$ cat src/hdl/vna_pkg.sv
// Shared types, codes and a helper function of the vertex normal accumulator.
package vna_pkg;

  // Command codes carried by the command field.
  localparam logic [1:0] CMD_CLEAR = 2'd0;
  localparam logic [1:0] CMD_ADD   = 2'd1;
  localparam logic [1:0] CMD_READ  = 2'd2;

  // Status codes of a read result.
  localparam logic [1:0] STAT_OK         = 2'd0;
  localparam logic [1:0] STAT_NOT_LOADED = 2'd1;
  localparam logic [1:0] STAT_OVERFLOW   = 2'd2;

  // Magnitudes are normalized into [2^29, 2^30) before the square root.
  localparam int unsigned NORM_BITS = 30;
  localparam int unsigned QUO_BITS  = 18;

  // Handshake between the sequencer and the normalizer.
  typedef struct packed {
    logic start;
  } norm_req_t;

  typedef struct packed {
    logic busy;
    logic done;
  } norm_rsp_t;

  // Apply the sign to an unsigned quotient and clamp to the Q1.15 range.
  function automatic logic signed [15:0] apply_sign(input logic [QUO_BITS-1:0] q,
                                                    input logic neg);
    logic signed [15:0] r;
    if (neg) begin
      if (q > QUO_BITS'(32768)) r = -16'sd32768;
      else r = 16'(-$signed({1'b0, q}));
    end else begin
      if (q > QUO_BITS'(32767)) r = 16'sd32767;
      else r = 16'(q);
    end
    return r;
  endfunction

endpackage

$ cat src/hdl/vna_norm.sv
// Iterative unit that scales a summed normal to unit length in Q1.15.
module vna_norm #(
  parameter int unsigned SUM_BITS = 28
) (
  input  logic                       clk_i,
  input  logic                       rst_ni,
  input  vna_pkg::norm_req_t         req_i,
  input  logic signed [SUM_BITS-1:0] sum_x_i,
  input  logic signed [SUM_BITS-1:0] sum_y_i,
  input  logic signed [SUM_BITS-1:0] sum_z_i,
  output vna_pkg::norm_rsp_t         rsp_o,
  output logic signed [15:0]         norm_x_o,
  output logic signed [15:0]         norm_y_o,
  output logic signed [15:0]         norm_z_o
);

  localparam int unsigned NB = vna_pkg::NORM_BITS;
  localparam int unsigned MW = (SUM_BITS > NB) ? SUM_BITS : NB;
  localparam int unsigned QB = vna_pkg::QUO_BITS;
  localparam int unsigned NUMW = NB + 17;

  typedef enum logic [2:0] {
    N_IDLE, N_SHIFT, N_MUL, N_ACC, N_SQRT, N_DINIT, N_DIV, N_DONE
  } nstate_e;

  nstate_e              state_q;
  logic [MW-1:0]        m_q [3];
  logic [2:0]           neg_q;
  logic [2*NB-1:0]      prod_q;
  logic [63:0]          n_q, r_q, bit_q;
  logic [1:0]           idx_q;
  logic [4:0]           cnt_q;
  logic [NUMW-1:0]      num_q;
  logic [31:0]          rem_q;
  logic [QB-1:0]        quo_q;
  logic signed [15:0]   res_q [3];

  logic [SUM_BITS-1:0]  mag [3];
  logic signed [SUM_BITS-1:0] sums [3];
  logic [MW-1:0]        mx, msel;
  logic [63:0]          trial;
  logic [31:0]          dvs;
  logic [NUMW-1:0]      num_d;
  logic [32:0]          shl;
  logic                 qbit;
  logic [QB-1:0]        quo_d;

  // Magnitudes of the incoming sums.
  always_comb begin
    sums[0] = sum_x_i;
    sums[1] = sum_y_i;
    sums[2] = sum_z_i;
    for (int i = 0; i < 3; i++) begin
      mag[i] = sums[i][SUM_BITS-1] ? SUM_BITS'(-sums[i]) : SUM_BITS'(sums[i]);
    end
  end

  // Shared datapath: largest magnitude, square root trial, division step.
  always_comb begin
    mx = m_q[0];
    if (m_q[1] > mx) mx = m_q[1];
    if (m_q[2] > mx) mx = m_q[2];
    msel  = m_q[idx_q];
    trial = r_q + bit_q;
    dvs   = {r_q[30:0], 1'b0};
    num_d = NUMW'({msel[NB-1:0], 16'b0}) + NUMW'(r_q[31:0]);
    shl   = {rem_q, num_q[cnt_q]};
    qbit  = (shl >= {1'b0, dvs});
    quo_d = {quo_q[QB-2:0], qbit};
  end

  // Sequencer and datapath registers.
  always_ff @(posedge clk_i or negedge rst_ni) begin
    if (!rst_ni) begin
      state_q <= N_IDLE;
      idx_q   <= '0;
      cnt_q   <= '0;
    end else begin
      unique case (state_q)
        N_IDLE: begin
          if (req_i.start) begin
            for (int i = 0; i < 3; i++) begin
              m_q[i]   <= MW'(mag[i]);
              neg_q[i] <= sums[i][SUM_BITS-1];
              res_q[i] <= '0;
            end
            n_q   <= '0;
            idx_q <= '0;
            if (mag[0] == '0 && mag[1] == '0 && mag[2] == '0) state_q <= N_DONE;
            else state_q <= N_SHIFT;
          end
        end
        N_SHIFT: begin
          if ((mx >> NB) != '0) begin
            for (int i = 0; i < 3; i++) m_q[i] <= m_q[i] >> 1;
          end else if ((mx >> (NB - 1)) == '0) begin
            for (int i = 0; i < 3; i++) m_q[i] <= m_q[i] << 1;
          end else begin
            state_q <= N_MUL;
          end
        end
        N_MUL: begin
          prod_q  <= msel[NB-1:0] * msel[NB-1:0];
          state_q <= N_ACC;
        end
        N_ACC: begin
          n_q <= n_q + 64'(prod_q);
          if (idx_q == 2'd2) begin
            r_q     <= '0;
            bit_q   <= 64'h4000_0000_0000_0000;
            state_q <= N_SQRT;
          end else begin
            idx_q   <= idx_q + 2'd1;
            state_q <= N_MUL;
          end
        end
        N_SQRT: begin
          if (n_q >= trial) begin
            n_q <= n_q - trial;
            r_q <= (r_q >> 1) + bit_q;
          end else begin
            r_q <= r_q >> 1;
          end
          bit_q <= bit_q >> 2;
          if (bit_q == 64'd1) begin
            idx_q   <= '0;
            state_q <= N_DINIT;
          end
        end
        N_DINIT: begin
          num_q   <= num_d;
          rem_q   <= 32'(num_d >> QB);
          quo_q   <= '0;
          cnt_q   <= 5'(QB - 1);
          state_q <= N_DIV;
        end
        N_DIV: begin
          rem_q <= qbit ? 32'(shl - {1'b0, dvs}) : shl[31:0];
          quo_q <= quo_d;
          cnt_q <= cnt_q - 5'd1;
          if (cnt_q == '0) begin
            res_q[idx_q] <= vna_pkg::apply_sign(quo_d, neg_q[idx_q]);
            if (idx_q == 2'd2) begin
              state_q <= N_DONE;
            end else begin
              idx_q   <= idx_q + 2'd1;
              state_q <= N_DINIT;
            end
          end
        end
        N_DONE: state_q <= N_IDLE;
        default: state_q <= N_IDLE;
      endcase
    end
  end

  assign rsp_o.busy = (state_q != N_IDLE);
  assign rsp_o.done = (state_q == N_DONE);
  assign norm_x_o = res_q[0];
  assign norm_y_o = res_q[1];
  assign norm_z_o = res_q[2];

  // The square root ends with a root below 2^31, so the divisor fits 32 bits.
  a_root_range: assert property (@(posedge clk_i) disable iff (!rst_ni)
    (state_q == N_DINIT) |-> (r_q[63:31] == '0))
    else $error("square root out of range");

  // The partial remainder always stays below the divisor.
  a_rem_below: assert property (@(posedge clk_i) disable iff (!rst_ni)
    (state_q == N_DIV) |-> (rem_q < dvs))
    else $error("division remainder not below divisor");

  // A start is only taken while the unit is free.
  a_start_idle: assert property (@(posedge clk_i) disable iff (!rst_ni)
    req_i.start |-> (state_q == N_IDLE))
    else $error("normalizer started while busy");

endmodule

$ cat config.mk
export PLATFORM = sky130hd
export DESIGN_NAME = vna_norm
export DESIGN_NICKNAME = d
export VERILOG_FILES = /design/src/hdl/vna_pkg.sv /design/src/hdl/vna_norm.sv
export SDC_FILE = /design/constraint.sdc
export NUM_CORES = 2
export LEC_CHECK = 0
export CAP_MARGIN = 20
export CORE_MARGIN = 1
export CORE_UTILIZATION = 54
export DETAILED_ROUTE_END_ITERATION = 8
export DONT_BUFFER_PORTS = 1
export GPL_TIMING_DRIVEN = 0
export MAX_ROUTING_LAYER = met4
export PLACE_DENSITY = 0.69
export SYNTH_ARGS = -nofsm -noshare
export SYNTH_HDL_FRONTEND = slang
export SYNTH_SLANG_ARGS = --single-unit
$ cat constraint.sdc
create_clock -name clk_i -period 20.1 [get_ports clk_i]
set_input_delay 2.01 -clock clk_i [delete_from_list [all_inputs] [get_ports clk_i]]
set_output_delay 2.01 -clock clk_i [all_outputs]
set_load 0.05 [all_outputs]
==> results by group <==
Outcome
  – Status: finished, final reports clean

Critical path
  – Setup CP Type: reg -> reg
  – Slowest CP cell: clkbuf_1
  – Most frequent CP cell: fa_1
  – Startpoint types: flop
  – CP max stage delay: 1020 ps
  – Crit-path leading delay family: adder cells
  – R2R Path Start: idx_q[1]
  – Origin of the worst setup path: idx_q[1]
  – Crit path DAT: 14170 ps
  – Critical path peak fanout: 10
  – Bufs and invs on worst path: 10
  – CP required: 20550 ps
  – CP endpoint kind: flop

Placement
  – Post-DP HPWL: 180000 um
  – Buffers on Ports: 0
  – GP Congestion: 1.04

Layout
  – Synth-to-layout area growth: 6.77%
  – Share of cells above drive strength 1: 4.23%
  – Fin nets: 8231
  – Commonest non-fill, non-tap cells in the layout: inv_1, fa_1, nand2_1
  – Commonest non-fill, non-tap cell in the layout: inv_1

STA
  – Fmax: 0.0729 GHz
  – Min cycle time layout: 13720 ps
  – Slew HR: 9.01%
  – Final Hold Fails: 0
  – Period utilization: 68.3%
  – Slew @ Worst Pin: 1350 ps
  – Max Clock Skew: 54.7 ps
  – Setup TNS: 0 ps
  – RSZ-0062 raised after global routing: no
  – Setup violators final: 0
  – Slew Limit Fails: 0

CTS
  – Root buf cell: clkbuf_16
  – Total CTS buffers: 53
  – H-tree Lvls: 2
  – Post-CTS sizing: 0
  – Hold-fix buffers, CTS: 0
  – CTS clk-pin slew, worst paths: 70 ps
  – CTS tree: built
  – Setup Buffers After CTS: 0
  – Deepest clock path buffer count: 3
  – TritonCTS Sinks: 451
  – Later-pin clock latency in the skew report: 680 ps

Global routing
  – Met1 GRT Util: 46.8%
  – GR Util All Layers: 39.0%
  – Number of global-route vias before repair: 52061
  – First-pass GRT wire length: 328000 um
  – Initial antenna violation count: 5
  – GRT met2 Usage: 60.9%
  – Layer with the highest usage: met2
  – Grt ovf: 0
  – Met3 usage: 7.81%
  – Largest net degree at the start of global routing: 58

Synth
  – Cells after Synth: 6799
  – Area contributors post-synth: fa_1, edfxtp_1, ha_1, inv_1, nand2_1
  – Synth Net Count: 8144
  – Fraction of registers with async set/reset: 2.22%
  – Most used DFF post-synth: edfxtp_1
  – EDFF count, synth: 441
  – Synth area leader: fa_1
  – Synth cell types: 88
  – Yosys warns: 0
  – Synth top area share: 22.5%
  – Syn avg cell area: 9.13 um2
  – Part of the Yosys area used for sequential elements: 21.7%
  – #FFs+latches synth: 451
  – Netlist area before placement: 62100 um2

Routing
  – Wirelength per Cell: 26.2 um
  – Via count: 52242
  – WL final: 221000 um
  – Number of remaining DRC errors: 0
  – DR vias/cell: 6.19
  – ANT nets after route: 0
  – DRT iter0 DRCs: 5209
  – TritonRoute pass-1 iters: 6

Floorplan
  – Boundary Pins: 137
  – Num rows: 123
  – Die Ht: 341 um
  – Starting density of the core: 54.8%
  – Core area: 113000 um2
  – Die W: 341 um
  – Die area: 116000 um2

Min path
  – Beginning of the worst hold path: r_q[0]
  – Worst Hold Class: reg -> reg

Flow run
  – Max Cap Violations: 0
kinds of logic (layout without fill, tap and decap cells):
logic type	Yosys count	after routing	share of synthesized area, %
buffers and inverters	1304	1436	7.96
AOI/OAI and AO/OA	1401	1401	14.5
adders and majority gates	1258	1258	33.8
muxes	141	141	2.63
and+or+nand+nor	1856	1856	13.9
xor gates and xnor gates	388	388	5.48
DFF	451	451	21.7
other	0	7	0
layer usage:
layer | vias up | share of wire (%) | wire length (um)
li1 | 23365 | - | -
met1 | 25780 | 38 | 84700
met2 | 2463 | 46 | 101000
met3 | 634 | 8.7 | 19100
met4 | 0 | 7.1 | 15600
met5 | - | 0 | 0
sequential cells by signal, indices dropped and copies added, names as in the netlist, 5 cells and up:
signal,flops
n_q,64
res_q,48
prod_q,59
rem_q,32
bit_q,32
cnt_q,5
quo_q,17
num_q,32
m_q,90
r_q,64
worst register-to-register path, delay by kind of cell, from the launching register on:
family / cells / cell delay, ps
flops: 1 / 630
fa+ha+maj: 9 / 4420
compound gates: 6 / 2220
simple gates: 7 / 2000
buf+inv: 10 / 4230
cell type report:
type                            count  area, um2
Antenna cell                        7       17.5
Buffer                            264       1030
Clock buffer                       66       1390
Clock inverter                     34        388
Fill cell                       10125      47000
Inverter                         1040       3900
Multi-Input combinational cell   5044      43700
Sequential cell                   451      13500
Tap cell                         1500       1880
Timing Repair Buffer               32        482
cells in the mapped netlist (all sizes together), types with 46 or more instances:
library cell     n
a211oi          59
a21o           168
a21oi          341
a31oi           98
and3            91
buf             47
clkbuf         217
edfxtp         441
fa             697
ha             561
inv           1029
mux2            74
mux2i           57
nand2          635
nand2b          48
nand3           98
nand4           73
nor2           566
nor2b           63
nor3            76
nor4            46
o21a            54
o21ai          296
o21bai          55
o22ai           52
xnor2          252
xor2           136
per-stage QoR:
| stage | hold WS, ps | setup slack, ps | instances | util [%] | instance area [um2] |
|---|---|---|---|---|---|
| CTS | 572 | 6660 | 8425 | 58.4 | 66200 |
| detailed placement | 551 | 6690 | 8325 | 56.8 | 64400 |
| global placement | 560 | 6210 | 8299 | 56.4 | 63900 |
| finish | 602 | 6380 | 8438 | 58.5 | 66300 |
| floorplan | 459 | 10170 | 6799 | - | 62100 |
| global route | 588 | 6230 | 8437 | 58.5 | 66300 |
path summary, 6_finish.rpt:
check                      slack, ps  cells after the start    endpoint
min reg2reg                      600                      0    num_q[0]
max reg2reg                     6380                     32  prod_q[59]
max                             6380                     32  prod_q[59]
max in group asynchronous      18970                      0    cnt_q[3]
min                              600                      0    num_q[0]
min in group asynchronous       1020                      0    cnt_q[2]
Power is left out: the tool's default activity adds up to more than one toggle a clock period on the data nets, which glitch-free logic cannot reach.
